$ cat src/sv/mfbp_pkg.sv
`default_nettype none
package mfbp_pkg;

  localparam int unsigned CAPACITY_BYTES_DEF = 65536;
  localparam int unsigned MAX_RESULTS = 3;

  localparam logic [4:0] MAX_CODE_LEN = 5'd24;

  localparam logic [1:0] ACT_PUT_BITS = 2'd0;
  localparam logic [1:0] ACT_PUT_BYTE = 2'd1;
  localparam logic [1:0] ACT_FLUSH    = 2'd2;

  localparam logic [1:0] ST_OK        = 2'd0;
  localparam logic [1:0] ST_LEN_LARGE = 2'd1;
  localparam logic [1:0] ST_UNALIGNED = 2'd2;
  localparam logic [1:0] ST_CAP_WARN  = 2'd3;

  typedef struct packed {
    logic [MAX_RESULTS-1:0][7:0] bytes;
    logic [1:0]                  count;
    logic                        byte_valid;
    logic [1:0]                  status;
    logic [19:0]                 total_bits;
    logic [16:0]                 total_bytes;
  } res_t;

endpackage
`default_nettype wire

$ cat src/sv/mfbp_pack.sv
`default_nettype none
module mfbp_pack #(
  parameter int unsigned CAPACITY_BYTES = mfbp_pkg::CAPACITY_BYTES_DEF
) (
  input  wire logic          clk,
  input  wire logic          rst_n,
  input  wire logic          accept,
  input  wire logic [1:0]    action,
  input  wire logic [22:0]   code_value,
  input  wire logic [4:0]    code_length,
  output mfbp_pkg::res_t     res
);

  localparam logic [20:0] MarginLim = 21'(CAPACITY_BYTES - 4);

  logic [6:0]  pb_r, pb_nxt;
  logic [2:0]  pc_r, pc_nxt;
  logic [16:0] bc_r, bc_nxt;

  logic        margin;
  logic [29:0] acc;
  logic [29:0] code_mask;
  logic [4:0]  tot;
  logic [1:0]  nbytes;
  logic [7:0]  low_mask;
  logic [2:0]  pad_sh;
  logic [7:0]  flush_byte;

  assign margin     = {4'b0, bc_r} > MarginLim;
  assign code_mask  = (30'd1 << code_length) - 30'd1;
  assign acc        = ({23'b0, pb_r} << code_length) | ({7'b0, code_value} & code_mask);
  assign tot        = {2'b0, pc_r} + code_length;
  assign nbytes     = tot[4:3];
  assign low_mask   = (8'd1 << tot[2:0]) - 8'd1;
  assign pad_sh     = 3'(4'd8 - {1'b0, pc_r});
  assign flush_byte = {1'b0, pb_r} << pad_sh;

  always_comb begin
    pb_nxt         = pb_r;
    pc_nxt         = pc_r;
    bc_nxt         = bc_r;
    res.bytes      = '0;
    res.count      = 2'd1;
    res.byte_valid = 1'b0;
    res.status     = mfbp_pkg::ST_OK;
    unique case (action)
      mfbp_pkg::ACT_PUT_BITS: begin
        if (code_length >= mfbp_pkg::MAX_CODE_LEN) begin
          res.status = mfbp_pkg::ST_LEN_LARGE;
        end else begin
          res.status = margin ? mfbp_pkg::ST_CAP_WARN : mfbp_pkg::ST_OK;
          for (int i = 0; i < mfbp_pkg::MAX_RESULTS; i++) begin
            if (2'(i) < nbytes) begin
              res.bytes[i] = 8'(acc >> (tot - 5'(8 * (i + 1))));
            end
          end
          if (nbytes != 2'd0) begin
            res.count      = nbytes;
            res.byte_valid = 1'b1;
          end
          pc_nxt = tot[2:0];
          pb_nxt = acc[6:0] & low_mask[6:0];
          bc_nxt = bc_r + 17'(nbytes);
        end
      end
      mfbp_pkg::ACT_PUT_BYTE: begin
        if (pc_r != 3'd0) begin
          res.status = mfbp_pkg::ST_UNALIGNED;
        end else begin
          res.status     = margin ? mfbp_pkg::ST_CAP_WARN : mfbp_pkg::ST_OK;
          res.bytes[0]   = code_value[7:0];
          res.byte_valid = 1'b1;
          bc_nxt         = bc_r + 17'd1;
        end
      end
      mfbp_pkg::ACT_FLUSH: begin
        if (pc_r != 3'd0) begin
          res.bytes[0]   = flush_byte;
          res.byte_valid = 1'b1;
          bc_nxt         = bc_r + 17'd1;
          pb_nxt         = '0;
          pc_nxt         = '0;
        end
      end
      default: begin
      end
    endcase
    res.total_bits  = {bc_nxt, pc_nxt};
    res.total_bytes = bc_nxt + {16'b0, (pc_nxt != 3'd0)};
  end

  always_ff @(posedge clk) begin
    if (!rst_n) begin
      pb_r <= '0;
      pc_r <= '0;
      bc_r <= '0;
    end else if (accept) begin
      pb_r <= pb_nxt;
      pc_r <= pc_nxt;
      bc_r <= bc_nxt;
    end
  end

endmodule
`default_nettype wire

$ cat src/sv/mfbp_ser.sv
`default_nettype none
module mfbp_ser (
  input  wire logic           clk,
  input  wire logic           rst_n,
  input  wire logic           in_valid,
  output logic                in_ready,
  input  wire mfbp_pkg::res_t res,
  output logic                out_valid,
  input  wire logic           out_ready,
  output logic [7:0]          out_byte,
  output logic                out_byte_valid,
  output logic                out_last_result,
  output logic [1:0]          out_status,
  output logic [19:0]         out_total_bits,
  output logic [16:0]         out_total_bytes
);

  mfbp_pkg::res_t res_r;
  logic           full_r;
  logic [1:0]     idx_r;
  logic           last;
  logic           pop;
  logic           load;

  assign last     = idx_r == (res_r.count - 2'd1);
  assign pop      = full_r && out_ready;
  assign in_ready = !full_r || (pop && last);
  assign load     = in_valid && in_ready;

  assign out_valid       = full_r;
  assign out_byte        = (idx_r < 2'(mfbp_pkg::MAX_RESULTS)) ? res_r.bytes[idx_r] : 8'd0;
  assign out_byte_valid  = res_r.byte_valid;
  assign out_last_result = last;
  assign out_status      = res_r.status;
  assign out_total_bits  = res_r.total_bits;
  assign out_total_bytes = res_r.total_bytes;

  always_ff @(posedge clk) begin
    if (load) begin
      res_r <= res;
    end
  end

  always_ff @(posedge clk) begin
    if (!rst_n) begin
      full_r <= 1'b0;
      idx_r  <= '0;
    end else if (load) begin
      full_r <= 1'b1;
      idx_r  <= '0;
    end else if (pop) begin
      if (last) begin
        full_r <= 1'b0;
      end else begin
        idx_r <= idx_r + 2'd1;
      end
    end
  end

endmodule
`default_nettype wire

$ cat src/sv/msb_first_bit_packer_unit.sv
// channel  direction  handshake             beat payload
// in       input      in_valid / in_ready   in_action, in_code_value, in_code_length
// out      output     out_valid / out_ready out_byte, out_byte_valid, out_last_result,
//                                           out_status, out_total_bits, out_total_bytes
//
// An item is packed in the cycle it is accepted; its one to three result beats are then
// held in the single result register and leave one per cycle while out_ready is high, so
// a new item is not taken before the last result beat of the current item is taken.
// in_ready rises again in the cycle the last result beat of the item is taken.
// Synchronous active-low reset clears the pending bits, bit count and byte count.
// Stalls on out_ready hold the result register and the packer state.
`default_nettype none
module msb_first_bit_packer_unit #(
  parameter int unsigned CAPACITY_BYTES = mfbp_pkg::CAPACITY_BYTES_DEF
) (
  input  wire logic        clk,
  input  wire logic        rst_n,
  input  wire logic        in_valid,
  output logic             in_ready,
  input  wire logic [1:0]  in_action,
  input  wire logic [22:0] in_code_value,
  input  wire logic [4:0]  in_code_length,
  output logic             out_valid,
  input  wire logic        out_ready,
  output logic [7:0]       out_byte,
  output logic             out_byte_valid,
  output logic             out_last_result,
  output logic [1:0]       out_status,
  output logic [19:0]      out_total_bits,
  output logic [16:0]      out_total_bytes
);

  mfbp_pkg::res_t res;
  logic           accept;

  assign accept = in_valid && in_ready;

  mfbp_pack #(
    .CAPACITY_BYTES(CAPACITY_BYTES)
  ) u_pack (
    .clk        (clk),
    .rst_n      (rst_n),
    .accept     (accept),
    .action     (in_action),
    .code_value (in_code_value),
    .code_length(in_code_length),
    .res        (res)
  );

  mfbp_ser u_ser (
    .clk            (clk),
    .rst_n          (rst_n),
    .in_valid       (in_valid),
    .in_ready       (in_ready),
    .res            (res),
    .out_valid      (out_valid),
    .out_ready      (out_ready),
    .out_byte       (out_byte),
    .out_byte_valid (out_byte_valid),
    .out_last_result(out_last_result),
    .out_status     (out_status),
    .out_total_bits (out_total_bits),
    .out_total_bytes(out_total_bytes)
  );

endmodule
`default_nettype wire

$ cat config.mk
export PLATFORM = sky130hd
export DESIGN_NAME = msb_first_bit_packer_unit
export DESIGN_NICKNAME = d
export VERILOG_FILES = /design/src/sv/mfbp_pkg.sv /design/src/sv/mfbp_pack.sv /design/src/sv/mfbp_ser.sv /design/src/sv/msb_first_bit_packer_unit.sv
export SDC_FILE = /design/constraint.sdc
export NUM_CORES = 1
export LEC_CHECK = 0
export BUFFER_PORTS_ARGS = -buffer_cell sky130_fd_sc_hd__clkbuf_2
export CELL_PAD_IN_SITES_DETAIL_PLACEMENT = 0
export CELL_PAD_IN_SITES_GLOBAL_PLACEMENT = 1
export CORE_UTILIZATION = 40
export DETAILED_ROUTE_END_ITERATION = 10
export PLACE_DENSITY = 0.79
export SETUP_SLACK_MARGIN = 0.4
export SLEW_MARGIN = 20
export SYNTH_ARGS = -nofsm -noshare
export SYNTH_HDL_FRONTEND = slang
export SYNTH_SLANG_ARGS = --single-unit
$ cat constraint.sdc
create_clock -name clk -period 4.3 [get_ports clk]
set_clock_uncertainty 0.1 [all_clocks]
set_input_delay 0.215 -clock clk [delete_from_list [all_inputs] [get_ports clk]]
set_output_delay 0.215 -clock clk [all_outputs]
set_load 0.1 [all_outputs]
# Word level (Yosys, flattened, before mapping)
# Cells that the tools add are included.
# classes
add_sub_neg	12
mul	0
n_div	0
magnitude_cmp	7
n_eq_ne	5
n_shift	7
muxes	29
bitwise_logic	9
n_reduce_logical	19
# ops
op	count
30-bit by 5-bit right shift with 8-bit output	3
17-bit two-way mux	3
17-bit one-hot mux with 3 select lines	1
8-bit two-way mux	5
23-bit by 30-bit bitwise AND with 30-bit output	1
30-bit OR	1
1-bit by 5-bit << shifter with 30-bit output, first input constant	1
7-bit by 5-bit << shifter with 30-bit output	1
30-bit by 1-bit subtractor with 30-bit output, second input constant	1
8-bit one-hot mux with 3 select lines	1
17-bit by 1-bit adder with 17-bit output	1
17-bit by 1-bit adder with 17-bit output, second input constant	1
17-bit by 2-bit adder with 17-bit output	1
17-bit by 16-bit greater-than comparator with 1-bit output, second input constant	1
8-bit binary-select mux with 2-bit select	1
7-bit two-way mux	2
7-bit one-hot mux with 2 select lines	1
11-bit two-way mux	1
5-bit subtractor, second input constant	2
3-bit two-way mux	3
3-bit OR reduction	3
2-bit nonzero test	4
7-bit by 3-bit << shifter with 8-bit output	1
7-bit bitwise AND	1
31 further kinds	47
# totals
regBits	96
latchBits	0
ram_bits	0
mem_bits_ro	0
in_bits	34
output_inout_bits	51
wordCells	101
n_memories	0

# Depth between registers and ports, before layout
# depth
word_depth	8
mapped_depth	19
mapped_depth_nobuf	16

# Modules after synthesis
# A second synthesis with hierarchy kept.
# hier_totals
cells_unflattened	1065
area_unflattened_um2	9152.5
# by_module_without_submodules
module	instances	cells_per_inst	area_each_um2	seq_area_each_um2
mfbp_pack	1	898	6471.2	540.5
mfbp_ser	1	166	2675.1	2042.0
msb_first_bit_packer_unit	1	1	6.3	0.0

# Worst setup path after synthesis
# Ideal clock, no wire load.
# synth_path
kind	reg2reg
start	reg u_ser.res_r[41] (netlist name)
end	reg u_ser.res_r, in the netlist u_ser.out_byte_valid, enable pin
setup_time_ns	0.456
arrival_time_ns	5.684
t_required_ns	3.744
slack_ns	-1.940
path_stages_with_launch	7
n_path_buf	1
synth_period_minus_slack_ns	6.240
path_cell_list	edfxtp_1 xnor2_1 mux2i_1 o21ai_0 nand2_1 inv_1 buf_1
# synth_between
elab_chain_len	5
# synth_lines
element	line_no	rtl
start, declared	mfbp_ser.sv:18	mfbp_pkg::res_t res_r;
start signal, assigned	mfbp_ser.sv:40	res_r <= res;
2-bit by 1-bit subtractor with 2-bit output	mfbp_ser.sv:25	assign last = idx_r == (res_r.count - 2'd1);
2-bit equality test	mfbp_ser.sv:25	
1-bit logical AND	mfbp_ser.sv:27	assign in_ready = !full_r || (pop && last);
1-bit logical OR	mfbp_ser.sv:27	
net in_ready	msb_first_bit_packer_unit.sv:19	output logic in_ready,
1-bit logical AND	--	
net accept	msb_first_bit_packer_unit.sv:34	logic accept;
# The timed path passes the listed nets, and every way through them passes these cells.
# A chain may end at the register's enable or synchronous reset.

==> impl_metrics.tcl <==
set metrics [dict create \
    outcome "completed" \
    ant_nets 0 \
    synth_edf_count 66 \
    synth.area.mux_share_pct 7.68 \
    synth-adder-area-share_pct 2.72 \
    gp_congestion 0.955 \
    startpoint_type "flip-flop" \
    drive_gt1_share_pct 21.3 \
    tritoncts "done" \
    clockRootBuffer "clkbuf_16" \
    synth_area_um2 8830 \
    tns_ns 0 \
    reg2reg_depth 17 \
    routed_wl_mm 27.7 \
    track_usage_pct 24.6 \
    floorplan.initialDensity_pct 41.4 \
    io_pins 85 \
    finalCritPeriodShare_pct 93.2 \
    cts_buffer_depth 2 \
    synth_top_family_by_area "compound AO/OA/AOI/OAI gates" \
    antenna_found_initial 0 \
    portBuffers 84 \
    diodes 0 \
    holdPathEnd "u_ser.out_valid" \
    p_comb_share_pct 42.8 \
    final_max_slew_viol_count 0 \
    reg2reg_to "u_ser.out_total_bytes[16]" \
    clock.fmax_ghz 0.249 \
    drt-initial-drc-count 772 \
    crit_arrival_ns 3.99 \
    finalSetupViolations 0 \
    numCtsBuffers 9 \
    yosys_warnings 0 \
    cts_sinks 96 \
    synthCells 1068 \
    synth_compound_area_share_pct 25.7 \
    area_delta_synth_final_pct 11.6 \
    worstSetupPathType "flip-flop to flip-flop" \
    p_switching_mw 1.39 \
    endpoint_kind "flip-flop" \
    drc 0 \
    cpLargestDelayFamily "compound AO/OA/AOI/OAI gates" \
    synth_flop_cell "edfxtp_1" \
    drv_cap 0 \
    synth_fp_nets 1120 \
    wire_per_inst_um 20.2 \
    layout_common_cells "96 x nor2_1, 91 x nand2_1, 84 x clkbuf_2, 66 x edfxtp_1, 61 x a21oi_1" \
    synth_area_per_cell_um2 8.27 \
    cpPeakStageDelay_ns 0.35 \
    cp_num_buf_inv 4 \
    finalCriticalPeriod_ns 4.01 \
    worstPathMaxFanout 3 \
    holdPathStages 3 \
    nNetsFinal 1148 \
    synth-simple-area-share_pct 22.0 \
    ff2ff_setup_slack_ns 0.29 \
    gr-total-overflow 0 \
    rsz0062_at_grt "true" \
    worst_pin_slew_ns 1.01 \
    fp.dieH_um 151 \
    relSlewSlack_pct 32.8 \
    hold_violations 0 \
    seq_power_share_pct 33.1 \
    ys_async_sr_fraction_pct 0 \
    vias 8485 \
    final_common_cell "nor2_1" \
    grt_pass1_vias 7718 \
    cpMaxStageDelayCell "dfxtp_2" \
    grt_pass1_wl_mm 43.3 \
    dp_hpwl_mm 20.6 \
    swShare_pct 41.8 \
    ys_seq_area_share_pct 29.2 \
    ys_ff_latch 96 \
    dr.pass1.iters 5 \
    clkPwrFrac_pct 24.1 \
    final_util_pct 46.2 \
    power_density_nw_per_um2 337 \
    min-delay-start "in_valid" \
    cp_data_required_time_ns 4.28 \
    clk_latency_ns 0.35 \
    r2r-start "u_pack.pc_r[0]" \
    clkSlewWorstSetupHoldPaths_ns 0.07 \
    synthXorXnorAreaFrac_pct 3.16 \
    ys_types 93 \
    fillerInstances 2139 \
    die_area_um2 22700 \
    die_w_um 151 \
    viasPerCell 6.17 \
    design.core.area_um2 21400 \
    ir_drop_uv 199 \
    num_rows 53 \
    power.leakage_nw 3.81 \
    power.internal_mw 1.94 \
    hp-class "primary input to flip-flop" \
    grt_max_degree 88 \
    crit_chain "ha_4, inv_2, fa_2, nor2b_1, o21ai_1, xnor2_1, inv_1, fa_2, a211o_1, a21oi_4, buf_6, buf_6, o211ai_1, o31ai_2, nand4_1, nor3b_4, xnor2_1" \
    ctsHtreeMaxLevel 3 \
]
## worst max-delay path by stage
stage | start | end | slack [ns] | cells after the start
global placement | in_code_length[0] | u_ser.out_total_bytes[11] | 0.14 | 17
global route | u_pack.pc_r[0] | u_ser.out_total_bytes[16] | 0.10 | 17
finish | u_pack.pc_r[0] | u_ser.out_total_bytes[16] | 0.29 | 17
detailed placement | in_code_length[0] | u_ser.out_total_bytes[16] | 0.09 | 18
floorplan | u_pack.pc_r[0] | u_ser.out_total_bytes[11] | 0.38 | 16
CTS | u_pack.pc_r[0] | u_ser.out_total_bytes[16] | 0.39 | 16
## worst register-to-register path: stages (launching register included)
cell and delay [ns]:
dfxtp_2 0.35, ha_4 0.13, inv_2 0.04, fa_2 0.36, nor2b_1 0.11, o21ai_1 0.09
xnor2_1 0.30, inv_1 0.12, fa_2 0.33, a211o_1 0.33, a21oi_4 0.21, buf_6 0.14
buf_6 0.08, o211ai_1 0.17, o31ai_2 0.32, nand4_1 0.21, nor3b_4 0.25, xnor2_1 0.08
## cell type report
| type | count | area, um^2 | share of cell area, % |
|---|---|---|---|
| Timing Repair Buffer | 144 | 898 | 9.11 |
| Sequential cell | 96 | 2580 | 26.2 |
| Tap cell | 275 | 344 | 3.49 |
| Multi-Input combinational cell | 804 | 5580 | 56.6 |
| Clock buffer | 10 | 229 | 2.32 |
| Clock inverter | 6 | 67.6 | 0.685 |
| Inverter | 41 | 155 | 1.57 |
## through the flow
step	area, um^2	power (mW)	cells	setup WS (ns)	hold WS (ns)
after floorplan	8920	2.21	1068	0.380	0.254
after global placement	9300	2.50	1341	0.138	0.373
after detailed placement	9300	2.50	1341	0.0859	0.381
after CTS	9650	3.31	1361	0.392	0.0114
after global routing	9860	3.47	1376	0.104	0.0250
final	9860	3.32	1376	0.291	0.0157
## layer usage
metal  up-vias  wire length (um)  GRT usage [%]
li1       4045                 -              -
met1      3968             12400           34.6
met2       423             12500           38.6
met3        49              2080           3.18
met4         0               722           8.55
met5         -                 0              0
## cell families after synthesis
group / after synthesis
simple gates: 385
xor+xnor: 31
compound gates: 315
fa+ha+maj: 18
buf+inv: 168
mux: 55
flops: 96
## registers in the layout, indices dropped and copies added (netlist names)
register	flops
u_ser.res_r	26
u_ser.out_byte_valid	1
u_pack.pc_r	3
u_ser.out_total_bytes	17
u_ser.idx_r	2
u_ser.out_status	2
u_ser.out_total_bits	20
u_ser.out_valid	1
u_pack.pb_r	7
u_pack.bc_r	17
## cells in the mapped netlist, drive strengths merged, types with 13 or more instances
cell      n  area (um^2)
mux2i    37          370
nand2    93          357
nor2    101          379
inv      39          146
nor2b    15         93.8
dfxtp    30          601
o21ai    39          195
a21oi    66          334
nand3    35          175
a211oi   30          230
and3     13         81.3
ha       16          200
buf      74          490
a22oi    13         97.6
xnor2    22          200
edfxtp   66         1980
clkbuf   53          200
a31oi    13         81.3
nor3     32          160
o22ai    15          100
o211ai   17          128
nor4     16          113
## power by group through the flow
stage	clock network, mW	logic, mW	registers (mW)
2_1_floorplan	0	1.09	1.12
3_3_place_gp	0	1.38	1.12
3_5_place_dp	0	1.38	1.12
4_1_cts	0.816	1.39	1.10
5_1_grt	0.849	1.51	1.11
6_report	0.802	1.42	1.10
## repair_timing
item | 4_1_cts | 5_1_grt
hold buffers | 0 | 0
buffers inserted | 4 | 15
setup endpoints to repair | 10 | 18
gates resized for setup | 8 | 29
pin swaps | 6 | 28
Power figures use the tool's default switching activity.
